## config.mk

```make
export PLATFORM = sky130hd
export DESIGN_NAME = lapedge_lane
export DESIGN_NICKNAME = d
export VERILOG_FILES = /design/src/sv/lapedge_pkg.sv /design/src/sv/lapedge_lane.sv
export SDC_FILE = /design/constraint.sdc
export NUM_CORES = 1
export LEC_CHECK = 0
export BUFFER_PORTS_ARGS = -buffer_cell sky130_fd_sc_hd__buf_4
export CORE_AREA = 2 2 90 70
export DETAILED_ROUTE_END_ITERATION = 6
export DIE_AREA = 0 0 92 72
export PLACE_DENSITY = 0.77
export SYNTH_ARGS = -nofsm -noshare
export SYNTH_HDL_FRONTEND = slang
export SYNTH_SLANG_ARGS = --single-unit
```

## constraint.sdc

```tcl
create_clock -name clk -period 4.91 [get_ports clk]
set_clock_uncertainty 0.2 [all_clocks]
set_input_delay 0.7365 -clock clk [delete_from_list [all_inputs] [get_ports clk]]
set_output_delay 0.7365 -clock clk [all_outputs]
set_load 0.01 [all_outputs]
```

## src/sv/lapedge_pkg.sv

```systemverilog
`default_nettype none
// ----------------------------------------------------------------------------
// lapedge_pkg
// Shared types and constants of the RGB 3x3 Laplacian edge filter.
// ----------------------------------------------------------------------------
package lapedge_pkg;

	localparam int PIX_W   = 24;   // {red, green, blue}
	localparam int CHAN_W  = 8;
	localparam int COORD_W = 10;
	localparam int DIM_W   = 11;
	localparam int NSLOT   = 3;

	// result slots of one pixel, in delivery order
	localparam int SLOT_FIRST  = 0;  // (x,0) on row 1, else (x-1,y-1)
	localparam int SLOT_RIGHT  = 1;  // right border pixel (W-1,y-1)
	localparam int SLOT_BOTTOM = 2;  // bottom border pixel (x,y)

	typedef struct packed {
		logic [NSLOT-1:0]   slots;   // which results this pixel releases
		logic               lap;     // first slot carries the filter value
		logic [COORD_W-1:0] col0;
		logic [COORD_W-1:0] row0;    // row of first and right border results
		logic [COORD_W-1:0] col1;
		logic [COORD_W-1:0] col2;
		logic [COORD_W-1:0] row2;
		logic               done2;   // bottom result closes the frame
	} item_ctl_t;

endpackage
`default_nettype wire

```

## src/sv/lapedge_lane.sv

```systemverilog
`default_nettype none
// ----------------------------------------------------------------------------
// lapedge_lane
// One colour channel: 8*centre minus neighbour sum, clamped to 0..255.
// Neighbour sum is registered, subtract and clamp follow the register.
// ----------------------------------------------------------------------------
module lapedge_lane
	import lapedge_pkg::*;
(
	input  wire logic                  clk,
	input  wire logic                  en,
	input  wire logic [8:0][CHAN_W-1:0] taps,
	output logic      [CHAN_W-1:0]     lane_val
);

	logic [8:0]  p0, p1, p2, p3;
	logic [9:0]  q0, q1;
	logic [10:0] nsum;
	logic [10:0] nsum_s3;
	logic [7:0]  ctr_s3;
	logic signed [11:0] diff;

	always_comb begin
		p0   = {1'b0, taps[0]} + {1'b0, taps[1]};
		p1   = {1'b0, taps[2]} + {1'b0, taps[3]};
		p2   = {1'b0, taps[5]} + {1'b0, taps[6]};
		p3   = {1'b0, taps[7]} + {1'b0, taps[8]};
		q0   = {1'b0, p0} + {1'b0, p1};
		q1   = {1'b0, p2} + {1'b0, p3};
		nsum = {1'b0, q0} + {1'b0, q1};
	end

	always_ff @(posedge clk) begin
		if (en) begin
			nsum_s3 <= nsum;
			ctr_s3  <= taps[4];
		end
	end

	always_comb begin
		diff = $signed({1'b0, ctr_s3, 3'b000}) - $signed({1'b0, nsum_s3});
		if (diff < 12'sd0) begin
			lane_val = '0;
		end else if (diff > 12'sd255) begin
			lane_val = '1;
		end else begin
			lane_val = diff[CHAN_W-1:0];
		end
	end

endmodule
`default_nettype wire

```

Word level (Yosys, flattened, before mapping):

Index checks and enable logic that the tools add are counted.

* shift operators: 0
* muxes and demuxes: 2
* eq/ne operators: 0
* $add $sub $neg: 8
* divide/modulo/power cells: 0
* bitwise gates (word level): 0
* reductions and logical operators: 0
* $mul: 0
* magnitude comparators: 2

Operators with widths (number)
* 8-bit by 8-bit adder with 9-bit output: 4
* 9-bit by 9-bit adder with 10-bit output: 2
* 8-bit two-way mux: 2
* 12-bit by 9-bit > comparator with 1-bit output, second input constant: 1
* 12-bit by 1-bit less-than comparator with 1-bit output, second input constant: 1
* 11-bit by 11-bit subtractor with 12-bit output: 1
* 10-bit by 10-bit adder with 11-bit output: 1

* latch bits: 0
* register bits after elaboration: 19
* word-level logic and storage cells: 14
* bits of input ports: 74
* bits in read-only memories: 0
* bits in writable memories: 0
* memories: 0

Depth between registers and ports, before layout:

Gate-level depths: netlist of run 1.

* depth in word-level cells: 4
* mapped depth: 17

Worst setup path after synthesis of run 1:

Ideal clock, no wire load.

* path kind: input to register
* start: input port taps[3] in the netlist's numbering
* end: register nsum_s3[9] (data pin)
* slack: 0.080 ns
* required time: 4.452 ns
* arrival time: 4.372 ns
* stages on the path: 15
* path through: inv_1 > fa_1 > inv_1 > fa_1 > fa_1 > inv_1 > fa_1 > inv_1 > ha_1 > a21o_1 > a21oi_1 > nor2b_1 > o21a_1 > o41a_1 > xor2_1

* word-level cells in the longest chain between the ends: 3

Ends and longest elaborated chain
* from (decl): RTL line lapedge_lane.sv:12 `input wire logic [8:0][CHAN_W-1:0] taps,`
* 8-bit by 8-bit adder with 9-bit output: RTL line lapedge_lane.sv:24 `p0 = {1'b0, taps[0]} + {1'b0, taps[1]};`
* 9-bit by 9-bit adder with 10-bit output: RTL line lapedge_lane.sv:28 `q0 = {1'b0, p0} + {1'b0, p1};`
* 10-bit by 10-bit adder with 11-bit output: RTL line lapedge_lane.sv:30 `nsum = {1'b0, q0} + {1'b0, q1};`
* named net nsum[9]: RTL line lapedge_lane.sv:18 `logic [10:0] nsum;`
* to (signal assigned): RTL line lapedge_lane.sv:35 `nsum_s3 <= nsum;`
* to (decl): RTL line lapedge_lane.sv:19 `logic [10:0] nsum_s3;`

The timed path passes the listed nets, and every way through them passes these cells.
A chain may end at the register's enable or synchronous reset.

Worst setup path after layout of run 1:

Ends and elaborated chain as after synthesis.

==> results of run 1 <==
==> power groups by stage <==
stage                     clock network [mW]  registers, mW  logic (mW)
final                                  0.111          0.326        1.39
after global routing                   0.123          0.332        1.62
after CTS                              0.116          0.327        1.41
after detailed placement                   0          0.330        1.40
after global placement                     0          0.329        1.38
after floorplan                            0          0.322        1.05
==> flip-flops by register name (all words and copies together), names as in the netlist <==
name and cells:
ctr_s3 8, nsum_s3 11
==> final cells by class <==
class / instances / area (um^2) / share of cell area
Multi-Input combinational cell: 141 / 1693 / 0.4865
Timing Repair Buffer: 84 / 630.6 / 0.1812
Sequential cell: 19 / 570.5 / 0.1640
Inverter: 117 / 439.2 / 0.1262
Tap cell: 78 / 97.59 / 0.02805
Clock buffer: 3 / 41.29 / 0.01187
Clock inverter: 1 / 7.507 / 0.002157
==> metrics by stage <==
| stage | cell area, um^2 | utilization |
|---|---|---|
| after floorplan | 2703 | - |
| after global placement | 3431 | 0.6013 |
| after detailed placement | 3431 | 0.6013 |
| after CTS | 3480 | 0.6099 |
| after global routing | 3480 | 0.6099 |
| final | 3480 | 0.6099 |
==> cell families (layout without fill, tap and decap cells) <==
| logic type | count (synthesis) | count (layout) |
|---|---|---|
| buffers and inverters | 117 | 205 |
| adder cells (fa/ha/maj) | 67 | 67 |
| AO/OA/AOI/OAI | 37 | 37 |
| AND/OR/NAND/NOR | 24 | 24 |
| flip-flops | 19 | 19 |
| XOR/XNOR | 13 | 13 |
==> worst max-delay path: stages <==
cell,delay (ns)
buf_4,0.07
inv_1,0.04
fa_1,0.54
inv_1,0.06
fa_1,0.50
fa_1,0.55
inv_1,0.06
fa_1,0.55
inv_1,0.05
ha_1,0.27
a21o_1,0.17
a21oi_1,0.18
nor2b_1,0.07
o21a_1,0.18
o41a_1,0.33
xor2_1,0.15
==> cells in the mapped netlist (2+ instances only) <==
cell      count  area share
inv_1       117        0.16
fa_1         47        0.35
ha_1         20       0.093
edfxtp_1     19        0.21
o21a_1       10       0.028
xnor2_1       8       0.026
a21oi_1       7       0.013
nor2_1        6      0.0083
a21o_1        5       0.014
nand2_1       5      0.0069
xor2_1        5       0.016
o21ai_0       4      0.0074
nor3_1        3      0.0056
or3_1         3      0.0069
nor2b_1       2      0.0046
==> per-layer routing <==
layer  part of all wire  vias to the layer above  routed length [um]  track usage
li1                   -                      992                   -            -
met4             0.0035                        0                  15      0.02488
met1               0.43                      883                1883       0.1932
met3              0.054                        2                 235      0.02077
met5                  0                        -                   0            0
met2               0.51                       56                2203       0.2655
==> layout by cell type, fill, tap and decap left out, types with 2 or more instances in the layout <==
master	synthesis	layout
xnor2_1	8	8
nand2_1	5	5
inv_1	117	117
xor2_1	5	5
or3_1	3	3
a21oi_1	7	7
edfxtp_1	19	19
nor3_1	3	3
a21o_1	5	5
nor2b_1	2	2
nor2_1	6	6
o21a_1	10	10
fa_1	47	47
buf_4	0	84
o21ai_0	4	4
clkbuf_8	0	3
ha_1	20	20
==> how the worst max path moves through the flow <==
stage               startpoint    endpoint  slack [ns]
floorplan              taps[3]  nsum_s3[9]        0.08
global placement       taps[3]  nsum_s3[9]      -0.002
detailed placement     taps[3]  nsum_s3[9]       -0.05
CTS                    taps[3]  nsum_s3[9]        0.23
global route           taps[3]  nsum_s3[9]        0.07
finish                 taps[3]  nsum_s3[9]        0.24
==> key figures, run 1 <==
Timing
  – Final Cycle Share: 0.9515
  – Final WS setup: 0.2382 ns
  – Endpoints failing setup: 0
  – Shortest period the worst path allows: approximately 4.7 ns
  – Peak Freq: 214.1 MHz
  – Final Hold Fails: 0
  – RSZ-0062 raised after global routing: false
  – Count of pins over their slew limit: 0
  – Post-route setup TNS: 0 ns
  – Hold slack: 0.4471 ns
  – Slew margin rel.: 0.7462
  – Worst slew pin tran: 0.3807 ns

Clocking
  – TritonCTS clock tree: yes
  – Clock root buffer master: clkbuf_8
  – Clk slew on worst S/H paths: 0.08 ns
  – CTS Sinks: 19
  – # hold bufs at CTS: 0
  – CTS buffer count: 3
  – Post-CTS resize count: 0
  – Post-CTS Setup Bufs: 0
  – CTS Buffer Depth: 2
  – H-tree levels: 1

Floorplanning
  – Die width: 92 um
  – Rows: 24
  – Initial core utilization: 0.4737
  – Ports: 82
  – Core ar.: 5705 um^2
  – Area of the die: 6624 um^2
  – Die extent in y: 72 um

Status
  – Outcome: completed

Drt
  – Routed len/inst: 9.792 um
  – Vias per cell: 4.363
  – Drt first pass iters: 4
  – Routed Antenna Nets: 0
  – Drt drc: 0
  – Final wirelength: between 4000 and 5000 um
  – DR iter-0 viols: 19
  – Via Count: 1,933

Critical path
  – Critical Path AT: 4.49 ns
  – Crit start category: input pin
  – Crit path kind: in2reg
  – CP required: 4.73 ns
  – CP max FO: 2
  – Critical Path Sink Type: register

Synth
  – Adder-cell area share of the yosys netlist: 0.4407
  – Asr flop ratio synth: 0
  – Synthesized flop and latch total: 19
  – Cell Area, Synth: 2703 um^2
  – Number of enable flip-flop cells after synthesis: 19
  – Synth warn: 0
  – Avg Inst Size Synth: 9.757 um^2
  – Post-synthesis mux area share: 0
  – Seq/Total Area, Yosys: 0.2111
  – Compound-Gate Fraction of Synth Area: 0.09722
  – Top FF cell, synth: edfxtp_1
  – Syn nets: 418
  – Largest family of logic cells by synthesized area: adder cells
  – Simple-gate share of the synthesized area: 0.04630
  – Post-Synth XOR/XNOR Area: 0.04213
  – Mapped Cells: 277
  – Distinct cells, synth: 31

Pwr
  – Reg power frac: 0.178
  – Internal power: roughly 1.1 mW
  – Sw Share: 0.4192
  – Clock Power Share: 0.061
  – Power consumption: 1.828 mW
  – P per Cell Area: 525.4 nW/um^2
  – Max VDD drop: approximately 0.28 mV
  – Leak Pwr: between 1.5 and 2 nW
  – Psw: approximately 770 uW
  – Combinational Power Share: 0.761

Min path
  – Worst hold-check path type: in2reg
  – Hold path cells: 1
  – Hold path endpoint: ctr_s3[4]
  – Hold Crit Start: taps[36]

Global routing
  – Initial antenna violation count: 0
  – Vias in the first global route: 2,012
  – Largest net degree at the start of global routing: 20
  – First-pass GRT wire length: 8004 um
  – GRT Total Usage: 0.1464
  – Overflow after GRT: 0

Placed design
  – Placed Cells: 439
  – Number of buffers added on ports: 81
  – Pre-CTS setup slack: -0.04702 ns
  – GPL Wtd Cong: 0.8193
  – Detail Placement HPWL: 3986 um

Run
  – Max Cap Viol: 0

Final layout
  – Nets: 507
  – Area Growth Syn to Fin: 28.75%
  – N_diodes: 0
  – Final non-filler cell total: 443
  – Fillers: 499
  – Share of layout cells above drive strength 1: 0.2466
(Power assumes the default switching activity.)
==> inputs of run 2 (changes only) <==
--- a/config.mk
+++ b/config.mk
@@ -9,7 +9,7 @@
 export CORE_AREA = 2 2 90 70
 export DETAILED_ROUTE_END_ITERATION = 6
 export DIE_AREA = 0 0 92 72
-export PLACE_DENSITY = 0.77
+export PLACE_DENSITY = 0.73
 export SYNTH_ARGS = -nofsm -noshare
 export SYNTH_HDL_FRONTEND = slang
 export SYNTH_SLANG_ARGS = --single-unit
==> key figures, run 2 (synthesis gave the netlist of run 1 again) <==
Global routing
  – Largest net degree at the start of global routing: 20 (unchanged)
  – Initial antenna violation count: 0 (unchanged)
  – GRT Total Usage: 0.1391 (-0.007283)
  – Overflow after GRT: 0 (unchanged)
  – Vias in the first global route: 1,932 (-4.0%)
  – First-pass GRT wire length: 7652 um (-4.4%)

Timing
  – Worst slew pin tran: 0.3518 ns (-0.02886 ns)
  – RSZ-0062 raised after global routing: false
  – Shortest period the worst path allows: 4.700 ns (+0.02790 ns)
  – Count of pins over their slew limit: 0 (unchanged)
  – Slew margin rel.: 0.7621 (+0.01594)
  – Peak Freq: 212.8 MHz (-0.59%)
  – Final Hold Fails: 0 (unchanged)
  – Final WS setup: 0.2103 ns (-0.02790 ns)
  – Final Cycle Share: 0.9572 (+0.005682)
  – Endpoints failing setup: 0 (unchanged)
  – Hold slack: 0.4505 ns (+0.003465 ns)

Final layout
  – Max reg flops: 11 (unchanged)
  – Most frequent cells in the layout: 117 x inv_1, 84 x buf_4, 47 x fa_1, 20 x ha_1, 19 x edfxtp_1
  – N_diodes: 0 (unchanged)
  – Area Growth Syn to Fin: 28.75% (unchanged)
  – Nets: 507 (unchanged)
  – Largest regs: nsum_s3 x11, ctr_s3 x8
  – Commonest non-fill, non-tap cell in the layout: inv_1
  – Largest Register: nsum_s3
  – Share of layout cells above drive strength 1: 0.2466 (unchanged)

Clocking
  – Post-CTS resize count: 0 (unchanged)
  – CTS buffer count: 3 (unchanged)
  – CTS Sinks: 19 (unchanged)
  – CTS Buffer Depth: 2 (unchanged)
  – # hold bufs at CTS: 0 (unchanged)
  – Clk slew on worst S/H paths: 0.07 ns (about the same)
  – Clock root buffer master: clkbuf_8
  – Post-CTS Setup Bufs: 0 (unchanged)
  – TritonCTS clock tree: yes
  – H-tree levels: 1 (unchanged)

Pwr
  – Combinational Power Share: 0.763 (+0.002)
  – Max VDD drop: 0.2563 mV (-8.3%)
  – Clock Power Share: 0.060 (about the same)
  – P per Cell Area: 527.6 nW/um^2 (+0.42%)
  – Internal power: 1.068 mW (+0.62%)
  – Leak Pwr: 1.926 nW (unchanged)
  – Psw: 767.5 uW (+0.13%)
  – Reg power frac: 0.177 (about the same)
  – Sw Share: 0.4180 (-0.001196)

Drt
  – Routed len/inst: 9.790 um (about the same)
  – Final wirelength: 4337 um (about the same)
  – Drt drc: 0 (unchanged)
  – Vias per cell: 4.470 (+2.4%)
  – Via Count: 1,980 (+2.4%)
  – DR iter-0 viols: 54 (+35)
  – Drt first pass iters: 4 (unchanged)
  – Routed Antenna Nets: 0 (unchanged)

Critical path
  – Critical Path AT: 4.51 ns (+0.02 ns)
  – CP required: 4.72 ns (about the same)
  – Crit path kind: in2reg
  – CP max FO: 2 (unchanged)
  – Critical Path Sink Type: register
  – Crit start category: input pin

Floorplanning
  – Core ar.: 5705 um^2 (unchanged)
  – Initial core utilization: 0.4737 (unchanged)
  – Rows: 24 (unchanged)
  – Area of the die: 6624 um^2 (unchanged)
  – Ports: 82 (unchanged)
  – Die extent in y: 72 um (unchanged)
  – Die width: 92 um (unchanged)

Run
  – Max Cap Viol: 0 (unchanged)

Placed design
  – Number of buffers added on ports: 81 (unchanged)
  – GPL Wtd Cong: 0.7673 (-6.3%)
  – Detail Placement HPWL: 4064 um (+1.9%)
  – Pre-CTS setup slack: -0.07577 ns (-0.02875 ns)

Status
  – Outcome: completed

Min path
  – Worst hold-check path type: in2reg
## run 2: worst max-delay path, cell delays in order
cell,delay (ns)
buf_4,0.07
inv_1,0.04
fa_1,0.54
inv_1,0.06
fa_1,0.50
fa_1,0.54
inv_1,0.05
fa_1,0.55
inv_1,0.05
ha_1,0.28
a21o_1,0.17
a21oi_1,0.19
nor2b_1,0.07
o21a_1,0.18
o41a_1,0.32
xor2_1,0.15
## run 2: path summary, 6_finish.rpt
check,slack [ns],from,to,cells after the start
setup / recovery,0.21,taps[3],nsum_s3[9],16
hold / removal,0.45,taps[37],ctr_s3[5],1
## run 2: final cells by class
class | count | area, um^2
Clock buffer | 3 | 41.29
Clock inverter | 1 | 7.507
Fill cell | 516 | 2226
Inverter | 117 | 439.2
Multi-Input combinational cell | 141 | 1693
Sequential cell | 19 | 570.5
Tap cell | 78 | 97.59
Timing Repair Buffer | 84 | 630.6
## run 2: stage by stage
step	std cells	cell area [um^2]	TNS, ns	total power, mW	util
after floorplan	277	2703	0	1.374	-
after global placement	439	3431	-0.0009428	1.707	0.6013
after detailed placement	439	3431	-0.07577	1.744	0.6013
after CTS	443	3480	0	1.863	0.6099
after global routing	443	3480	0	2.069	0.6099
final	443	3480	0	1.836	0.6099
## run 2: per-layer routing
metal | vias up | global-route usage | part of all wire
met5 | - | 0 | 0
met1 | 929 | 0.1835 | 0.44
met4 | 0 | 0.01493 | 0.0042
met3 | 4 | 0.02285 | 0.056
li1 | 991 | - | -
met2 | 56 | 0.2541 | 0.50
## run 2: power groups by stage
stage / clock network (mW) / logic, mW / registers [mW]
floorplan: 0 / 1.05 / 0.322
global placement: 0 / 1.38 / 0.328
detailed placement: 0 / 1.41 / 0.330
CTS: 0.113 / 1.42 / 0.326
global route: 0.120 / 1.62 / 0.333
finish: 0.110 / 1.40 / 0.326
