[config.mk]
export PLATFORM = sky130hd
export DESIGN_NAME = lapedge_out
export DESIGN_NICKNAME = d
export VERILOG_FILES = /design/src/sv/lapedge_pkg.sv /design/src/sv/lapedge_out.sv
export SDC_FILE = /design/constraint.sdc
export NUM_CORES = 1
export LEC_CHECK = 0
export ABC_AREA = 1
export BUFFER_PORTS_ARGS = -buffer_cell sky130_fd_sc_hd__buf_4
export CAP_MARGIN = 10
export CORE_MARGIN = 3
export CORE_UTILIZATION = 48
export CTS_CLUSTER_DIAMETER = 40
export DETAILED_ROUTE_END_ITERATION = 16
export GPL_ROUTABILITY_DRIVEN = 0
export PLACE_DENSITY = 0.8
export SETUP_SLACK_MARGIN = 0.2
export SYNTH_ARGS = -nofsm -noshare
export SYNTH_HDL_FRONTEND = slang
export SYNTH_SLANG_ARGS = --single-unit
export TNS_END_PERCENT = 30
[constraint.sdc]
create_clock -name clk -period 2.2 [get_ports clk]
set_input_delay 0.22 -clock clk [delete_from_list [all_inputs] [get_ports clk]]
set_output_delay 0.22 -clock clk [all_outputs]
set_load 0.03 [all_outputs]
[src/sv/lapedge_pkg.sv]
`default_nettype none
// ----------------------------------------------------------------------------
// lapedge_pkg
// Shared types and constants of the RGB 3x3 Laplacian edge filter.
// ----------------------------------------------------------------------------
package lapedge_pkg;

	localparam int PIX_W   = 24;   // {red, green, blue}
	localparam int CHAN_W  = 8;
	localparam int COORD_W = 10;
	localparam int DIM_W   = 11;
	localparam int NSLOT   = 3;

	// result slots of one pixel, in delivery order
	localparam int SLOT_FIRST  = 0;  // (x,0) on row 1, else (x-1,y-1)
	localparam int SLOT_RIGHT  = 1;  // right border pixel (W-1,y-1)
	localparam int SLOT_BOTTOM = 2;  // bottom border pixel (x,y)

	typedef struct packed {
		logic [NSLOT-1:0]   slots;   // which results this pixel releases
		logic               lap;     // first slot carries the filter value
		logic [COORD_W-1:0] col0;
		logic [COORD_W-1:0] row0;    // row of first and right border results
		logic [COORD_W-1:0] col1;
		logic [COORD_W-1:0] col2;
		logic [COORD_W-1:0] row2;
		logic               done2;   // bottom result closes the frame
	} item_ctl_t;

endpackage
`default_nettype wire

[src/sv/lapedge_out.sv]
`default_nettype none
// ----------------------------------------------------------------------------
// lapedge_out
// Merge stage: takes the three lane values and the pixel's result slots,
// holds them in the output register and sends one result per beat.
// ----------------------------------------------------------------------------
module lapedge_out
	import lapedge_pkg::*;
(
	input  wire logic             clk,
	input  wire logic             arst_n,
	input  wire logic             in_valid,
	output logic                  in_ready,
	input  wire item_ctl_t        in_ctl,
	input  wire logic [PIX_W-1:0] in_pix,      // {red, green, blue}
	output logic                  m_axis_tvalid,
	input  wire logic             m_axis_tready,
	// edge_red[7:0], edge_green[15:8], edge_blue[23:16],
	// out_column[33:24], out_row[43:34], zero[47:44]
	output logic      [47:0]      m_axis_tdata,
	output logic                  m_axis_tlast // frame_done
);

	logic [NSLOT-1:0]   slots_q;
	item_ctl_t          ctl_q;
	logic [PIX_W-1:0]   lap_q;
	logic [NSLOT-1:0]   lowest;
	logic [NSLOT-1:0]   rem;
	logic               fire;
	logic [PIX_W-1:0]   cur_pix;
	logic [COORD_W-1:0] cur_col;
	logic [COORD_W-1:0] cur_row;
	logic               cur_last;

	assign lowest        = slots_q & (~slots_q + NSLOT'(1));
	assign rem           = slots_q & ~lowest;
	assign m_axis_tvalid = slots_q != '0;
	assign fire          = m_axis_tvalid && m_axis_tready;
	assign in_ready      = (slots_q == '0) || (fire && rem == '0);

	always_ff @(posedge clk or negedge arst_n) begin
		if (!arst_n) begin
			slots_q <= '0;
		end else if (in_valid && in_ready) begin
			slots_q <= in_ctl.slots;
		end else if (fire) begin
			slots_q <= rem;
		end
	end

	always_ff @(posedge clk) begin
		if (in_valid && in_ready) begin
			ctl_q <= in_ctl;
			lap_q <= in_ctl.lap ? in_pix : '0;
		end
	end

	always_comb begin
		cur_pix  = '0;
		cur_last = 1'b0;
		if (slots_q[SLOT_FIRST]) begin
			cur_pix = lap_q;
			cur_col = ctl_q.col0;
			cur_row = ctl_q.row0;
		end else if (slots_q[SLOT_RIGHT]) begin
			cur_col = ctl_q.col1;
			cur_row = ctl_q.row0;
		end else begin
			cur_col  = ctl_q.col2;
			cur_row  = ctl_q.row2;
			cur_last = ctl_q.done2;
		end
	end

	assign m_axis_tdata = {4'b0000, cur_row, cur_col,
		cur_pix[7:0], cur_pix[15:8], cur_pix[23:16]};
	assign m_axis_tlast = cur_last;

endmodule
`default_nettype wire

# Yosys cells after proc, flatten, opt, wreduce, memory -nomap -nowiden
# Cells that the tools add are included.
totals:
  register_bits: 78
  input_bits: 83
  output_inout_bits: 51
  elab_cells: 30
classes:
  addsub: 1
  n_mux: 9
  bitwise: 4
  n_reduce_logical: 8
op_table:
  columns: ["cell", "count"]
  rows:
  - ["10-bit two-way mux", 4]
  - ["24-bit two-way mux", 1]
  - ["3-bit bitwise AND", 2]
  - ["3-bit logical NOT", 2]
  - ["3-bit two-way mux", 2]
  - ["3-bit inverter", 2]
  - ["3-bit by 1-bit adder with 3-bit output (second input constant)", 1]
  - ["1-bit logical AND", 3]
  - ["3-bit nonzero test", 1]
  - ["1-bit two-way mux", 2]
  - ["2-bit nonzero test", 1]
  - ["1-bit logical OR", 1]

# Longest topological paths before layout
# Gate-level depths: netlist of the first run.
logic_depth:
  word_depth: 10
  depth_mapped: 8
  depth_no_buf: 7

# Worst setup path after synthesis of the first run
# OpenSTA, ideal clock, no wires.
synth_timing:
  path_type: "register -> register"
  startpoint: "register slots_q[1]"
  endpoint: "register ctl_q[0] in the netlist's numbering (enable)"
  setup_ps: 396
  t_arrival_ps: 1734
  required_ps: 1804
  path_slack_ps: 69
  stages_incl_launch_ff: 6
  path_buffers: 0
  period_less_slack_ps: 2131
  path_cell_list: "dfrtp_1 > nor2_2 > nand2_2 > nand2_1 > nand3_1 > inv_2"
synth_via:
  elab_cells_between_ends: 12
  classes_between: "1 x add/sub; 4 x bitwise; 7 x reduce/logical"
synth_rtl:
  columns: ["item", "line", "source"]
  rows:
  - ["start: declaration", "lapedge_out.sv:24", "logic [NSLOT-1:0] slots_q;"]
  - ["start signal: assignment", "lapedge_out.sv:45", "slots_q <= in_ctl.slots;"]
  - ["start signal: assignment", "lapedge_out.sv:47", "slots_q <= rem;"]
  - ["3-bit nonzero test", "lapedge_out.sv:37", "assign m_axis_tvalid = slots_q != '0;"]
  - ["net m_axis_tvalid", "lapedge_out.sv:16", "output logic m_axis_tvalid,"]
  - ["1-bit logical AND", "lapedge_out.sv:38", "assign fire = m_axis_tvalid && m_axis_tready;"]
  - ["1-bit logical AND", "lapedge_out.sv:39", "assign in_ready = (slots_q == '0) || (fire && rem == '0);"]
  - ["1-bit logical OR", "lapedge_out.sv:39", null]
  - ["1-bit logical AND", "lapedge_out.sv:52", "if (in_valid && in_ready) begin"]
  - ["end signal: assignment", "lapedge_out.sv:53", "ctl_q <= in_ctl;"]
  - ["end: declaration", "lapedge_out.sv:25", "item_ctl_t ctl_q;"]
# The timed path passes the listed nets, and every way through them passes these cells.
# A chain may end at the register's enable or synchronous reset.

# Worst setup path after layout of the first run
layout_timing:
  startpoint: "register slots_q[1]"
  endpoint: "output m_axis_tdata[42]"
layout_via:
  elab_chain_cells: 2
layout_lines:
  columns: ["item", "line", "source"]
  rows:
  - ["10-bit two-way mux", "lapedge_out.sv:65", "end else if (slots_q[SLOT_RIGHT]) begin"]
  - ["10-bit two-way mux", "lapedge_out.sv:61", "if (slots_q[SLOT_FIRST]) begin"]
  - ["end: declaration", "lapedge_out.sv:20", "output logic [47:0] m_axis_tdata,"]
# Every way passes these cells.

==> flow_metrics.py, run 1 <==
metrics = {
    "status": {
        "status": "finished, final reports clean",
    },
    "drt": {
        "drtIter0Drc": 56,
        "post-route-drc-count": 0,
        "routed_wl_um": 6957,
        "vias": 2333,
        "dr.pass1.iters": 4,
        "via_per_inst": 4.583,
        "ant_nets": 0,
        "routedWlPerCell_um": 13.67,
    },
    "pwr": {
        "vdd_drop_max_v": 0.0005466,
        "power_density_nw_per_um2": 1342,
        "leakagePower_nw": 2.289,
        "power.total_mw": 6.018,
    },
    "clocking": {
        "cts.clk_slew.worst_paths_ns": 0.08,
        "cts_root_buf": "clkbuf_8",
        "insertion_delay_ns": 0.32,
        "cts_max_level": 3,
        "post_cts_resized": 0,
        "cts_buffer_depth": 2,
        "cts_tree": "built",
        "cts_sinks": 78,
        "cts_inserted_buffers": 9,
    },
    "synthesis": {
        "yosysMostFrequentCell": "nand2_1",
        "yosysTopAreaCell": "edfxtp_1",
        "yosys_warnings": 0,
        "netlist_instances": 291,
        "synth_ff_type": "edfxtp_1",
        "synth_seq_area_share_pct": 72.71,
        "async_reset_ff_share_pct": 3.846,
        "ys_ff_latch": 78,
        "synth_edf_count": 75,
        "synth.distinct_cells": 17,
        "netlist_area_um2": 3201,
        "yosysTopAreaCellShare_pct": 70.37,
        "synth_commonest_cells": "100 x nand2_1, 75 x edfxtp_1, 52 x inv_1, 22 x a21oi_1, 12 x nor2_1",
        "avgSynthCellArea_um2": 11.00,
        "synth_area_leaders": "edfxtp_1 70%, nand2_1 12%, inv_1 6.1%",
    },
    "worst_hold_path": {
        "min_delay_worst_endpoint": "ctl_q[0]",
        "hold_path_class": "in2reg",
        "min_from": "in_ctl[0]",
        "hold_depth": 1,
    },
    "timing": {
        "grt_setup_unrepaired": "false",
        "finalClockSkew_ns": 0.006152,
        "fin_setup_tns_ns": 0,
        "finalCritPeriodShare_pct": 85.60,
        "setup_violations": 0,
        "hold_violations": 0,
        "report.final.slew_viol_count": 0,
        "max_freq_ghz": 0.5310,
        "finalCriticalPeriod_ns": 1.883,
    },
    "final_layout": {
        "drive_above_1_share_pct": 35.88,
        "final_util_pct": 69.84,
        "final_nets": 510,
        "antenna_cells": 0,
        "syn2layout_area_growth_pct": 40.15,
    },
    "worst_setup_path": {
        "worstSetupPathType": "reg2out",
        "end_kind": "output pin",
        "r2r_start": "slots_q[1]",
        "crit_top_cell": "nand2_1",
        "cp-start-kind": "flip-flop",
        "rrSetupSlack_ns": 0.33,
        "path_cells": "inv_2 > nand2_1 > buf_4 > nand2_1 > nand2_1 > buf_4",
        "critPathSlowestCell": "dfrtp_1",
        "reg2reg_to": "lap_q[11]",
        "worstPathArrival_ns": 1.66,
        "max_stage_delay_ns": 0.53,
        "crit_fanout": 12,
        "reg2reg_depth": 6,
        "cp_data_required_time_ns": 1.98,
    },
    "placed_design": {
        "portBuffers": 129,
        "place_hpwl_um": 5190,
    },
    "die": {
        "die_w_um": 87.66,
        "std_cell_rows": 29,
        "die_area_um2": 7683,
        "core_um2": 6422,
        "dieHeight_um": 87.66,
        "initial_core_util_pct": 49.83,
        "ios": 134,
    },
    "grt": {
        "grt_pass1_vias": 2390,
        "grt-ovfl-total": 0,
        "grt_pass1_wl_um": 10640,
        "antenna_found_initial": 0,
        "grt.total_usage_pct": 18.40,
        "grt_max_degree": 35,
    },
    "job": {
        "maxCapViolCount": 0,
    },
}
-- state kept, by name, summed over array words and instances, names as in the netlist --
| register | cells |
|---|---|
| ctl_q | 51 |
| slots_q | 3 |
| lap_q | 24 |
-- cell usage in the layout, fill, tap and decap left out --
| cell | n |
|---|---|
| edfxtp_1 | 75 |
| inv_1 | 52 |
| nand4_1 | 1 |
| clkinv_1 | 1 |
| buf_12 | 2 |
| clkbuf_1 | 2 |
| nand2_1 | 100 |
| inv_4 | 1 |
| o21ai_0 | 1 |
| conb_1 | 4 |
| nand2_2 | 2 |
| clkbuf_8 | 9 |
| inv_2 | 2 |
| and2_1 | 1 |
| clkinv_2 | 2 |
| buf_4 | 134 |
| dfrtp_1 | 3 |
| a21oi_1 | 22 |
| bufinv_16 | 2 |
| dlygate4sd3_1 | 1 |
| nand3_1 | 2 |
| nor2_2 | 1 |
| nor2_1 | 12 |
-- stage by stage --
step                      instance area, um^2  cells  worst slack, ns  hold WS [ns]
after floorplan                          3214    294           0.3646      -0.07559
final                                    4486    509           0.3167       0.06071
after detailed placement                 4270    492           0.3322       0.01447
after global placement                   4270    492           0.4164       0.01461
after CTS                                4486    509           0.2983       0.04856
after global routing                     4486    509           0.2021       0.03964
-- area by class of cell --
cell class	instances	area, um^2
Clock buffer	11	131.4
Multi-Input combinational cell	146	591.8
Sequential cell	78	2327
Timing Repair Buffer	137	1056
Fill cell	503	1937
Clock inverter	5	73.82
Inverter	55	209.0
Tap cell	77	96.34
-- worst max path at each step --
stage	from	end	slack [ns]	depth (start not counted)
floorplan	slots_q[1]	ctl_q[0]	0.36	5
global route	slots_q[1]	lap_q[11]	0.20	6
finish	slots_q[1]	m_axis_tdata[42]	0.32	6
detailed placement	slots_q[1]	lap_q[13]	0.33	6
global placement	slots_q[1]	lap_q[7]	0.42	6
CTS	slots_q[1]	m_axis_tdata[42]	0.30	6
-- timing repair --
item	CTS	global route
hold buffers	1	0
endpoints found under the hold margin	3	0
buffers inserted	0	0
-- per-layer routing --
metal	up-vias	share of wire (%)	global-route usage [%]
met3	10	6.2	4.610
met2	73	56	34.25
li1	1181	-	-
met4	0	1.6	7.392
met1	1069	37	19.82
met5	-	0	0
-- worst max-delay path: cells and delay by family (launching register included) --
kind          cells  cell delay [ns]
flops             1             0.53
buf+inv           3             0.53
simple gates      3             0.28
-- kinds of logic after synthesis --
group,Yosys count,share of synthesized area [%]
flops,78,72.71
simple gates,119,14.43
other cells,1,0.1172
compound gates,23,3.597
buf+inv,70,9.148
-- power by group --
part / switching, mW / internal (mW)
sequential: 0.121 / 2.07
clock: 0.468 / 0.633
combinational: 1.80 / 0.932
Note: power is estimated with default switching activity, not from simulation.
==> inputs of run 2 (changes only) <==
- REMOVE_ABC_BUFFERS: default -> 1
==> flow_metrics.py, run 2 (synthesis gave the netlist of run 1 again) <==
metrics = {
    "status": {
        "status": "finished, final reports clean",
    },
    "timing": {
        "report.final.slew_viol_count": 0,
        "finalClockSkew_ns": 0.009301,
        "finalCriticalPeriod_ns": 1.834,
        "finalCritPeriodShare_pct": 83.37,
        "setup_slack_ns": 0.3658,
        "setup_violations": 0,
        "max_freq_ghz": 0.5452,
        "grt_setup_unrepaired": "false",
        "hold_violations": 0,
    },
    "pwr": {
        "comb_power_share_pct": 45.4,
        "p_int_mw": 3.637,
        "swShare_pct": 39.87,
        "p_sw_mw": 2.412,
        "power_density_nw_per_um2": 1347,
        "power.total_mw": 6.049,
        "vdd_drop_max_v": 0.0006867,
        "leakagePower_nw": 2.293,
        "seqPwrFrac_pct": 36.2,
        "clkPwrFrac_pct": 18.4,
    },
    "final_layout": {
        "final_common_cell": "buf_4",
        "drive_above_1_share_pct": 35.80,
        "multi_input_area_um2": 591.8,
        "fill_cells": 470,
        "top_regs": "ctl_q (51), lap_q (24), slots_q (3)",
        "largest_reg_flops": 51,
        "largest-register": "ctl_q",
        "antenna_cells": 0,
        "final_nets": 511,
        "syn2layout_area_growth_pct": 40.27,
        "final_cell_count_no_fill": 510,
        "final_cell_mix": "135 x buf_4, 100 x nand2_1, 75 x edfxtp_1",
        "seq_area_um2": 2327,
    },
    "grt": {
        "grt.total_usage_pct": 19.97,
        "grt-ovfl-total": 0,
        "grt_max_degree": 43,
        "grt_pass1_vias": 2453,
        "antenna_found_initial": 0,
        "grt_pass1_wl_um": 11540,
    },
    "clocking": {
        "hold_buffers": 1,
        "cts_tree": "built",
        "cts_sinks": 78,
        "cts_inserted_buffers": 9,
        "insertion_delay_ns": 0.33,
        "cts_buffer_depth": 2,
        "post_cts_resized": 0,
        "cts.clk_slew.worst_paths_ns": 0.08,
        "cts_max_level": 3,
        "cts_root_buf": "clkbuf_8",
        "post-cts-setup-buffer-count": 0,
    },
    "drt": {
        "drtIter0Drc": 177,
        "routedWlPerCell_um": 14.38,
        "via_per_inst": 4.651,
        "dr.pass1.iters": 4,
        "post-route-drc-count": 0,
        "routed_wl_um": 7334,
        "vias": 2372,
        "ant_nets": 0,
    },
    "worst_setup_path": {
        "crit_fanout": 12,
        "r2r_start": "slots_q[1]",
        "critPathTopFamily": "buffers and inverters",
        "startpoint": "slots_q[1]",
        "worstSetupPathType": "reg2out",
        "cp_data_required_time_ns": 1.98,
        "critPathSlowestCell": "dfrtp_1",
        "crit_top_cell": "nand2_1",
        "end_kind": "output pin",
        "path_buf_inv": 3,
        "cp-start-kind": "flip-flop",
        "worstPathArrival_ns": 1.61,
        "max_stage_delay_ns": 0.47,
        "path_cells": "inv_2 > nand2_1 > buf_4 > nand2_1 > nand2_1 > buf_4",
    },
    "worst_hold_path": {
        "hold_path_class": "in2reg",
        "min_from": "in_ctl[21]",
    },
    "die": {
        "ios": 134,
        "die_area_um2": 7683,
        "die_w_um": 87.66,
        "initial_core_util_pct": 49.83,
        "core_um2": 6422,
        "dieHeight_um": 87.66,
        "std_cell_rows": 29,
    },
    "placed_design": {
        "dp_slack_ns": 0.5353,
        "place_hpwl_um": 5398,
        "portBuffers": 129,
        "dp.cells": 493,
    },
    "job": {
        "maxCapViolCount": 0,
    },
}
==> run 2: cell count changes in the layout (fill, tap and decap cells not counted) <==
cell,change
inv_2,+1
clkbuf_1,-1
inv_4,-1
buf_4,+1
clkinv_2,-1
clkinv_1,+2
==> run 2: layer usage <==
layer | vias to the layer above | share of wire [%] | track usage [%] | routed length [um]
li1 | 1180 | - | - | -
met1 | 1090 | 40 | 24.95 | 2931
met2 | 96 | 52 | 33.49 | 3801
met3 | 6 | 7.3 | 5.738 | 536
met4 | 0 | 0.89 | 6.695 | 65
met5 | - | 0 | 0 | 0
==> run 2: cell type report <==
type / count / area share [%]
Sequential cell: 78 / 51.84
Timing Repair Buffer: 138 / 23.69
Multi-Input combinational cell: 146 / 13.18
Inverter: 55 / 4.599
Clock buffer: 10 / 2.843
Tap cell: 77 / 2.146
Clock inverter: 6 / 1.700
==> run 2: power groups by stage <==
stage | logic [mW] | clock network, mW | registers (mW)
2_1_floorplan | 1.55 | 0 | 2.26
3_3_place_gp | 2.73 | 0 | 2.20
3_5_place_dp | 2.76 | 0 | 2.22
4_1_cts | 2.78 | 1.13 | 2.19
5_1_grt | 2.97 | 1.19 | 2.22
6_report | 2.75 | 1.11 | 2.19
==> run 2: metrics by stage <==
stage | cell area, um^2 | utilization (%) | setup TNS (ns) | hold WS (ns)
floorplan | 3126 | - | -45.24 | -0.07559
global placement | 4275 | 66.57 | 0 | 0.01754
detailed placement | 4275 | 66.57 | 0 | 0.01920
CTS | 4489 | 69.90 | 0 | 0.04442
global route | 4489 | 69.90 | 0 | 0.03602
finish | 4489 | 69.90 | 0 | 0.05638
==> run 2: worst paths after layout <==
path	to	slack, ns	depth (start not counted)
max reg2reg	lap_q[2]	0.52	6
min	ctl_q[21]	0.06	1
min in group asynchronous	slots_q[1]	0.22	2
max	m_axis_tdata[34]	0.37	6
min reg2reg	slots_q[2]	0.57	2
max in group asynchronous	slots_q[0]	1.88	2
==> inputs of run 3 (changes only) <==
- CORE_UTILIZATION: 48 -> 43
- PLACE_DENSITY: 0.8 -> 0.76
- clock period: 2.2 -> 1.5 ns (I/O delays scaled with it)
==> flow_metrics.py, run 3 (synthesis gave the netlist of run 1 again) <==
metrics = {
    "grt": {
        "grt_pass1_vias": 2835,
        "antenna_found_initial": 0,
        "grt.total_usage_pct": 20.44,
        "grt_pass1_wl_um": 13370,
        "grt-ovfl-total": 0,
        "grt_max_degree": 34,
    },
    "worst_hold_path": {
        "min_from": "in_ctl[54]",
        "hold_path_class": "in2reg",
    },
    "timing": {
        "max_freq_ghz": 0.6269,
        "hold_violations": 0,
        "report.final.slew_viol_count": 0,
        "finalCritPeriodShare_pct": 106.3,
        "setup_violations": 98,
        "finalCriticalPeriod_ns": 1.595,
        "finalClockSkew_ns": 0.004926,
        "fin_setup_tns_ns": -4.715,
        "setup_slack_ns": -0.09524,
        "grt_setup_unrepaired": "true",
    },
    "worst_setup_path": {
        "critPathTopFamily": "simple AND/OR/NAND/NOR gates",
        "cp_data_required_time_ns": 1.35,
        "r2r_start": "slots_q[0]",
        "startpoint": "slots_q[0]",
        "worstPathArrival_ns": 1.45,
        "cp-start-kind": "flip-flop",
        "end_kind": "output pin",
        "worstSetupPathType": "reg2out",
        "crit_top_cell": "nand2_2",
        "path_cells": "nor2_4 > nand2_2 > nand2_2 > and2_4 > buf_6",
        "crit_fanout": 5,
        "max_stage_delay_ns": 0.49,
        "path_buf_inv": 1,
        "critPathSlowestCell": "dfrtp_2",
    },
    "placed_design": {
        "portBuffers": 129,
        "place_hpwl_um": 5265,
        "dp.cells": 516,
        "dp_slack_ns": -0.06700,
    },
    "drt": {
        "routedWlPerCell_um": 14.84,
        "vias": 2663,
        "via_per_inst": 4.498,
        "routed_wl_um": 8783,
        "drtIter0Drc": 66,
        "post-route-drc-count": 0,
        "ant_nets": 0,
        "dr.pass1.iters": 4,
    },
    "pwr": {
        "power.total_mw": 10.02,
        "vdd_drop_max_v": 0.0007693,
        "leakagePower_nw": 2.605,
        "power_density_nw_per_um2": 1840,
    },
    "clocking": {
        "cts_buffer_depth": 2,
        "cts.clk_slew.worst_paths_ns": 0.08,
        "cts_root_buf": "clkbuf_8",
        "insertion_delay_ns": 0.33,
        "cts_max_level": 3,
        "cts_inserted_buffers": 9,
        "cts_tree": "built",
        "cts_sinks": 78,
    },
    "final_layout": {
        "largest_reg_flops": 51,
        "final_common_cell": "buf_4",
        "top_regs": "ctl_q (51), lap_q (24), slots_q (3)",
        "antenna_cells": 0,
        "drive_above_1_share_pct": 41.94,
        "final_cell_mix": "91 x buf_4, 89 x nand2_1, 75 x edfxtp_1",
        "syn2layout_area_growth_pct": 70.21,
        "final_cell_count_no_fill": 592,
        "final_nets": 574,
        "largest-register": "ctl_q",
    },
    "die": {
        "die_w_um": 92.28,
        "initial_core_util_pct": 45.60,
        "dieHeight_um": 92.28,
        "core_um2": 7019,
        "ios": 134,
        "die_area_um2": 8515,
        "std_cell_rows": 30,
    },
    "status": {
        "status": "complete, but fails checks",
        "failed_checks": "negative setup slack",
    },
    "job": {
        "maxCapViolCount": 0,
    },
}
run 3: cell types whose count changed in the layout (fill, tap and decap cells not counted), moves of 13 or more:
cell,before,now
inv_2,3,16
buf_4,135,91
inv_1,52,38
buf_6,0,50
dlygate4sd3_1,1,53
run 3: what timing repair did:
action	CTS	global route
hold buffers	53	0
resized for setup	68	32
gates cloned	0	4
endpoints found under the setup margin	125	125
endpoints found under the hold margin	55	0
pin swaps	7	4
setup buffers	1	2
run 3: stage by stage:
stage | utilization (%) | hold slack [ns] | cell area, um^2
2_1_floorplan | - | -0.1456 | 3126
3_3_place_gp | 61.85 | -0.05507 | 4342
3_5_place_dp | 61.85 | -0.05722 | 4342
4_1_cts | 75.44 | 0.001165 | 5295
5_1_grt | 77.61 | 0.02041 | 5448
6_report | 77.61 | 0.01943 | 5448
run 3: final timing paths:
| check | to | depth (start not counted) | slack, ns |
|---|---|---|---|
| worst min register to register | slots_q[2] | 2 | 0.58 |
| worst max register to register | lap_q[22] | 6 | -0.08 |
| min in group asynchronous | slots_q[1] | 2 | 0.15 |
| max in group asynchronous | slots_q[0] | 2 | 1.24 |
| worst max-delay path | in_ready | 5 | -0.1 |
| worst min-delay path | slots_q[2] | 3 | 0.02 |
run 3: cell type report:
cell class / instances / area [um^2]
clock buffer: 10 / 127.6
timing repair buffer: 201 / 1922
clock inverter: 6 / 62.56
sequential: 78 / 2330
multi-input combinational: 146 / 674.4
tap: 96 / 120.1
inverter: 55 / 211.5
fill: 418 / 1572
run 3: report_power, final:
part / internal [mW] / leakage, nW / switching [mW] / total [mW]
Clock: 0.764 / 0.0899 / 0.731 / 1.49
Combinational: 2.25 / 1.77 / 3.04 / 5.29
Sequential: 3.04 / 0.744 / 0.202 / 3.24
Total: 6.05 / 2.60 / 3.97 / 10.0
run 3: worst reg2reg max path, cell delays in order, from the launching register on:
cell and delay, ns:
dfrtp_2 0.49, nor2_4 0.19, nand2_2 0.08, nand2_2 0.10, nand3_2 0.09, clkinv_4 0.14
buf_12 0.19
run 3: routing by layer:
| metal | share of wire [%] | routed length [um] | up-vias | track usage, % |
|---|---|---|---|---|
| li1 | - | - | 1306 | - |
| met1 | 38 | 3375 | 1256 | 22.63 |
| met2 | 54 | 4785 | 95 | 37.77 |
| met3 | 6.2 | 544 | 6 | 5.742 |
| met4 | 0.89 | 78 | 0 | 6.312 |
| met5 | 0 | 0 | - | 0 |
